`config.mk`:
```
export PLATFORM = sky130hd
export DESIGN_NAME = dhf_div
export DESIGN_NICKNAME = d
export VERILOG_FILES = /design/src/rtl/dhf_pkg.sv /design/src/rtl/dhf_div.sv
export SDC_FILE = /design/constraint.sdc
export NUM_CORES = 1
export LEC_CHECK = 0
export ABC_AREA = 1
export BUFFER_PORTS_ARGS = -buffer_cell sky130_fd_sc_hd__buf_4
export CAP_MARGIN = 10
export CORE_ASPECT_RATIO = 1.75
export CORE_MARGIN = 1.5
export CORE_UTILIZATION = 52
export CTS_CLUSTER_DIAMETER = 120
export DETAILED_ROUTE_END_ITERATION = 8
export PLACE_DENSITY = 0.8
export REMOVE_ABC_BUFFERS = 1
export SYNTH_ARGS = -nofsm -noshare
export SYNTH_HDL_FRONTEND = slang
export SYNTH_SLANG_ARGS = --single-unit
```
`constraint.sdc`:
```
create_clock -name clk -period 2.5 [get_ports clk]
set_clock_uncertainty 0.2 [all_clocks]
set_input_delay 0.5 -clock clk [delete_from_list [all_inputs] [get_ports clk]]
set_output_delay 0.5 -clock clk [all_outputs]
set_load 0.01 [all_outputs]
```
`src/rtl/dhf_pkg.sv`:
```
`default_nettype none
package dhf_pkg;

	// divider operand widths: dividend is a full 32-bit word, divisor covers a window count of 49
	localparam int DIV_W       = 6;
	localparam int DATA_W      = 32;

	localparam logic [31:0]      ALIGN_OFFSET = 32'd1800;
	localparam logic [DIV_W-1:0] QUANT_STEP   = 6'd13;

	// floor(v / 13) == (v * QUANT_RECIP) >> QUANT_SHIFT for every 32-bit v
	localparam logic [31:0]      QUANT_RECIP  = 32'h4EC4_EC4F;
	localparam int               QUANT_SHIFT  = 34;

	// register indexes on the configuration port
	localparam logic [2:0] REG_BACKGROUND = 3'd0;
	localparam logic [2:0] REG_MIN_DEPTH  = 3'd1;
	localparam logic [2:0] REG_CUT_ROW    = 3'd2;
	localparam logic [2:0] REG_WIDTH      = 3'd3;
	localparam logic [2:0] REG_HEIGHT     = 3'd4;

	typedef enum logic [3:0] {
		S_IDLE,
		S_CONV,
		S_SCALE,
		S_WRITE,
		S_CHECK,
		S_CENTER,
		S_WIN,
		S_MEAN,
		S_OUT
	} dhf_state_t;

	// divider handshake
	typedef struct packed {
		logic                start;
		logic [DATA_W-1:0]   dividend;
		logic [DIV_W-1:0]    divisor;
	} dhf_div_req_t;

endpackage
`default_nettype wire

```
`src/rtl/dhf_div.sv`:
```
`default_nettype none
module dhf_div
	import dhf_pkg::*;
(
	input  wire logic              clk,
	input  wire logic              arst_n,
	input  wire dhf_div_req_t      req,
	output logic                   done,
	output logic [DATA_W-1:0]      quotient
);

	logic [DIV_W-1:0]  rem_q;
	logic [DATA_W-1:0] quo_q;
	logic [DIV_W-1:0]  divisor_q;
	logic [5:0]        step_q;
	logic              busy_q;
	logic              done_q;
	logic [DIV_W:0]    trial;
	logic              fits;
	logic [DIV_W:0]    diff;

	// one quotient bit per cycle, restoring
	always_comb begin
		trial = {rem_q, quo_q[DATA_W-1]};
		fits  = trial >= {1'b0, divisor_q};
		diff  = trial - {1'b0, divisor_q};
	end

	always_ff @(posedge clk or negedge arst_n) begin
		if (!arst_n) begin
			busy_q <= 1'b0;
			done_q <= 1'b0;
			step_q <= '0;
		end else begin
			done_q <= 1'b0;
			if (req.start) begin
				busy_q <= 1'b1;
				step_q <= '0;
			end else if (busy_q) begin
				step_q <= step_q + 6'd1;
				if (step_q == 6'(DATA_W - 1)) begin
					busy_q <= 1'b0;
					done_q <= 1'b1;
				end
			end
		end
	end

	always_ff @(posedge clk) begin
		if (req.start) begin
			rem_q     <= '0;
			quo_q     <= req.dividend;
			divisor_q <= req.divisor;
		end else if (busy_q) begin
			rem_q <= fits ? diff[DIV_W-1:0] : trial[DIV_W-1:0];
			quo_q <= {quo_q[DATA_W-2:0], fits};
		end
	end

	assign done     = done_q;
	assign quotient = quo_q;

endmodule
`default_nettype wire

```
==> run_results.csv <==
group,metric,value,unit
power_and_ir_drop,pwr-share-comb,0.321,
drt,drt-pass1-iter-count,4,
setup_path,critPathKind,"register to register",
outcome,outcome,"finished, final reports clean",
clocking,postCtsSetupRepairBufs,0,
synthesis,yosysWarningCount,0,
drt,ant_nets,0,
clocking,clock_path_buffers,2,
placement,globalplace.congestion,0.8559,
synthesis,syn_area_per_cell,9.081,um^2
sta,setup_tns,0,ps
floorplan,ioPinCount,74,
drt,vias,2109,
setup_path,startpoint_type,"register",
final_layout,n_antenna_cell,0,
drt,routed_wl,5414,um
sta,period_minus_slack,1888,ps
clocking,clk_pin_slew_worst_paths,90,ps
sta,rsz0062_at_grt,"no",
worst_hold_path,min_from,"req[1]",
global_route,met3_usage,0.03360,
global_route,use_met2,0.3951,
setup_path,critPathMaxFanout,3,
sta,setup_ws,611.6,ps
power_and_ir_drop,intPower,1.554,mW
final_layout,area_delta_synth_final,27.51,%
setup_path,timing.rr.start,"quotient[31]$_DFFE_PP_",
setup_path,worstPathRequired,2490,ps
power_and_ir_drop,power_density,705.0,nW/um^2
power_and_ir_drop,sw_frac_of_total,0.3275,
clocking,cts_max_level,2,
drt,drc_errors,0,
final_layout,n_fill_cell,383,
sta,whs,171.5,ps
power_and_ir_drop,p_sw,756.6,uW
global_route,grt_overflow_total,0,
sta,max-slew-margin-rel,0.5961,
power_and_ir_drop,peakVddDrop,586.8,uV
synthesis,synth_cell_type_count,30,
synthesis,netlist_top_cells_area,"edfxtp_1, nand2_1, dfrtp_1",
drt,via_per_inst,5.119,
synthesis,ys_ff_latch,52,
global_route,busiest_layer,"met2",
global_route,grt_pass1_vias,2057,
floorplan,rows,33,
power_and_ir_drop,p_clk_frac,0.198,
synthesis,ys_seq_area_frac,0.5686,
global_route,grt_use_met1,0.2487,
power_and_ir_drop,seq_power_share,0.481,
sta,timing.final.crit_share,0.7553,
setup_path,end_kind,"register",
placement,hpwlAfterDp,4147,um
job,maxCapViolCount,0,
placement,portBuffers,73,
synthesis,yosysTopAreaCellShare,0.4440,
final_layout,final_area,3277,um^2
sta,hold_viol_final,0,
sta,fmax,529.6,MHz
clocking,cts_tree,"built",
sta,tightest_slew,604.9,ps
global_route,antenna_found_initial,0,
floorplan,dieHeight,96,um
final_layout,drive_above_1_share,0.2722,
clocking,numCtsBuffers,5,
global_route,grt_max_degree,40,
clocking,cts.sinks,52,
floorplan,dieArea,5389,um^2
sta,finalMaxSlewViolations,0,
global_route,grt_usage,0.2135,
setup_path,worstPathArrival,1880,ps
synthesis,synth_area_leader_cell,"edfxtp_1",
floorplan,core,4707,um^2
sta,setup_violations,0,
clocking,insertion_delay,300,ps
placement,place_ws,639.1,ps
floorplan,initial_core_util,0.5460,
worst_hold_path,hold_path_class,"input port to register",
placement,dpl_cell_area,3182,um^2
floorplan,die_w,56.14,um
synthesis,syn_area,2570,um^2
clocking,root_buffer,"clkbuf_8",
synthesis,synthCells,283,
drt,avgRoutedWirePerCell,13.14,um
setup_path,worstSetupStartpoint,"quotient[31]$_DFFE_PP_",
drt,drt-initial-drc-count,82,
power_and_ir_drop,power.leakage,1.661,nW
final_layout,nNetsFinal,409,
global_route,grt_first_pass_wirelength,8997,um
-- cells in the mapped netlist, drive strengths merged --
cell type,count
nand2,137
edfxtp,38
inv,27
nand3,13
nor2,13
dfrtp,8
ha,8
nand4,8
dfxtp,6
clkbuf,5
a21oi,4
o21ai,4
buf,3
xor2,2
a22o,1
fa,1
nand3b,1
nor3,1
nor4,1
o211ai,1
or2,1
-- cell type report --
type | instances | area [um^2] | share of cell area
inverter | 27 | 101.3 | 0.03093
multi-input combinational | 196 | 970.9 | 0.2963
sequential | 52 | 1461 | 0.4460
tap | 52 | 65.06 | 0.01985
clock inverter | 2 | 12.51 | 0.003818
clock buffer | 6 | 72.57 | 0.02215
timing repair buffer | 77 | 593.1 | 0.1810
-- registers in the layout, indices dropped and copies added, names as in the netlist --
register	cells
busy_q	1
step_q	6
done	1
quotient	32
divisor_q	6
rem_q	6
-- power by group through the flow --
stage	registers [mW]	clock network [mW]	logic, mW
finish	1.11	0.458	0.741
global route	1.12	0.501	0.829
CTS	1.11	0.472	0.745
detailed placement	1.13	0	0.742
global placement	1.13	0	0.722
floorplan	1.14	0	0.468
-- per-layer routing --
metal  vias up  wire length, um
met5         -                0
met4         0               91
met3        10              191
met2        55             2991
met1       981             2140
li1       1063                -
-- cell usage in the layout, fill, tap and decap left out, types with 2 or more instances in the layout --
cell type / Yosys / routed
clkbuf_8: 0 / 5
nand3_2: 2 / 2
o21ai_0: 2 / 2
nand4_1: 8 / 8
buf_4: 1 / 75
edfxtp_1: 38 / 38
nand3_1: 9 / 9
inv_1: 24 / 24
a21oi_1: 3 / 3
o21ai_1: 2 / 2
nand3_4: 2 / 2
dfrtp_1: 8 / 8
dfxtp_1: 6 / 6
inv_2: 3 / 3
nand2_1: 134 / 134
xor2_1: 2 / 2
nor2_1: 10 / 10
nor2_4: 2 / 2
ha_1: 8 / 8
nand2_2: 3 / 3
-- path summary, 6_finish.rpt --
check	to	slack (ps)	depth (start not counted)
max	rem_q[4]$_SDFFE_PP0P_	610	8
min	divisor_q[1]$_DFFE_PP_	170	1
max reg2reg	rem_q[4]$_SDFFE_PP0P_	610	8
min reg2reg	rem_q[3]$_SDFFE_PP0P_	280	2
max in group asynchronous	step_q[1]$_DFFE_PN0P_	1620	2
min in group asynchronous	step_q[0]$_DFFE_PN0P_	350	2
-- logic make-up after synthesis --
family	count (synthesis)	share of synthesized area
xor gates and xnor gates	2	0.006817
adders and majority gates	9	0.04674
buffers and inverters	35	0.05356
and+or+nand+nor	175	0.2980
DFF	52	0.5686
AOI/OAI and AO/OA	10	0.02629
-- critical path: stages, from the launching register on --
cell and delay (ps):
edfxtp_1 360, inv_1 80, ha_1 210, fa_1 400
nand3b_1 210, nand4_1 120, nand3_2 80, nand3_1 90
nand2_1 50
-- what timing repair did --
action	4_1_cts	5_1_grt
hold buffers	1	0
resized for setup	0	0
hold endpoints to repair	8	0
endpoints found under the setup margin	0	0
-- metrics by stage --
step | power, mW | util | cells
after global routing | 2.455 | 0.6962 | 412
after detailed placement | 1.871 | 0.6760 | 403
after global placement | 1.850 | 0.6760 | 403
after floorplan | 1.607 | - | 275
after CTS | 2.330 | 0.6962 | 412
final | 2.310 | 0.6962 | 412
Power figures use the tool's default switching activity.
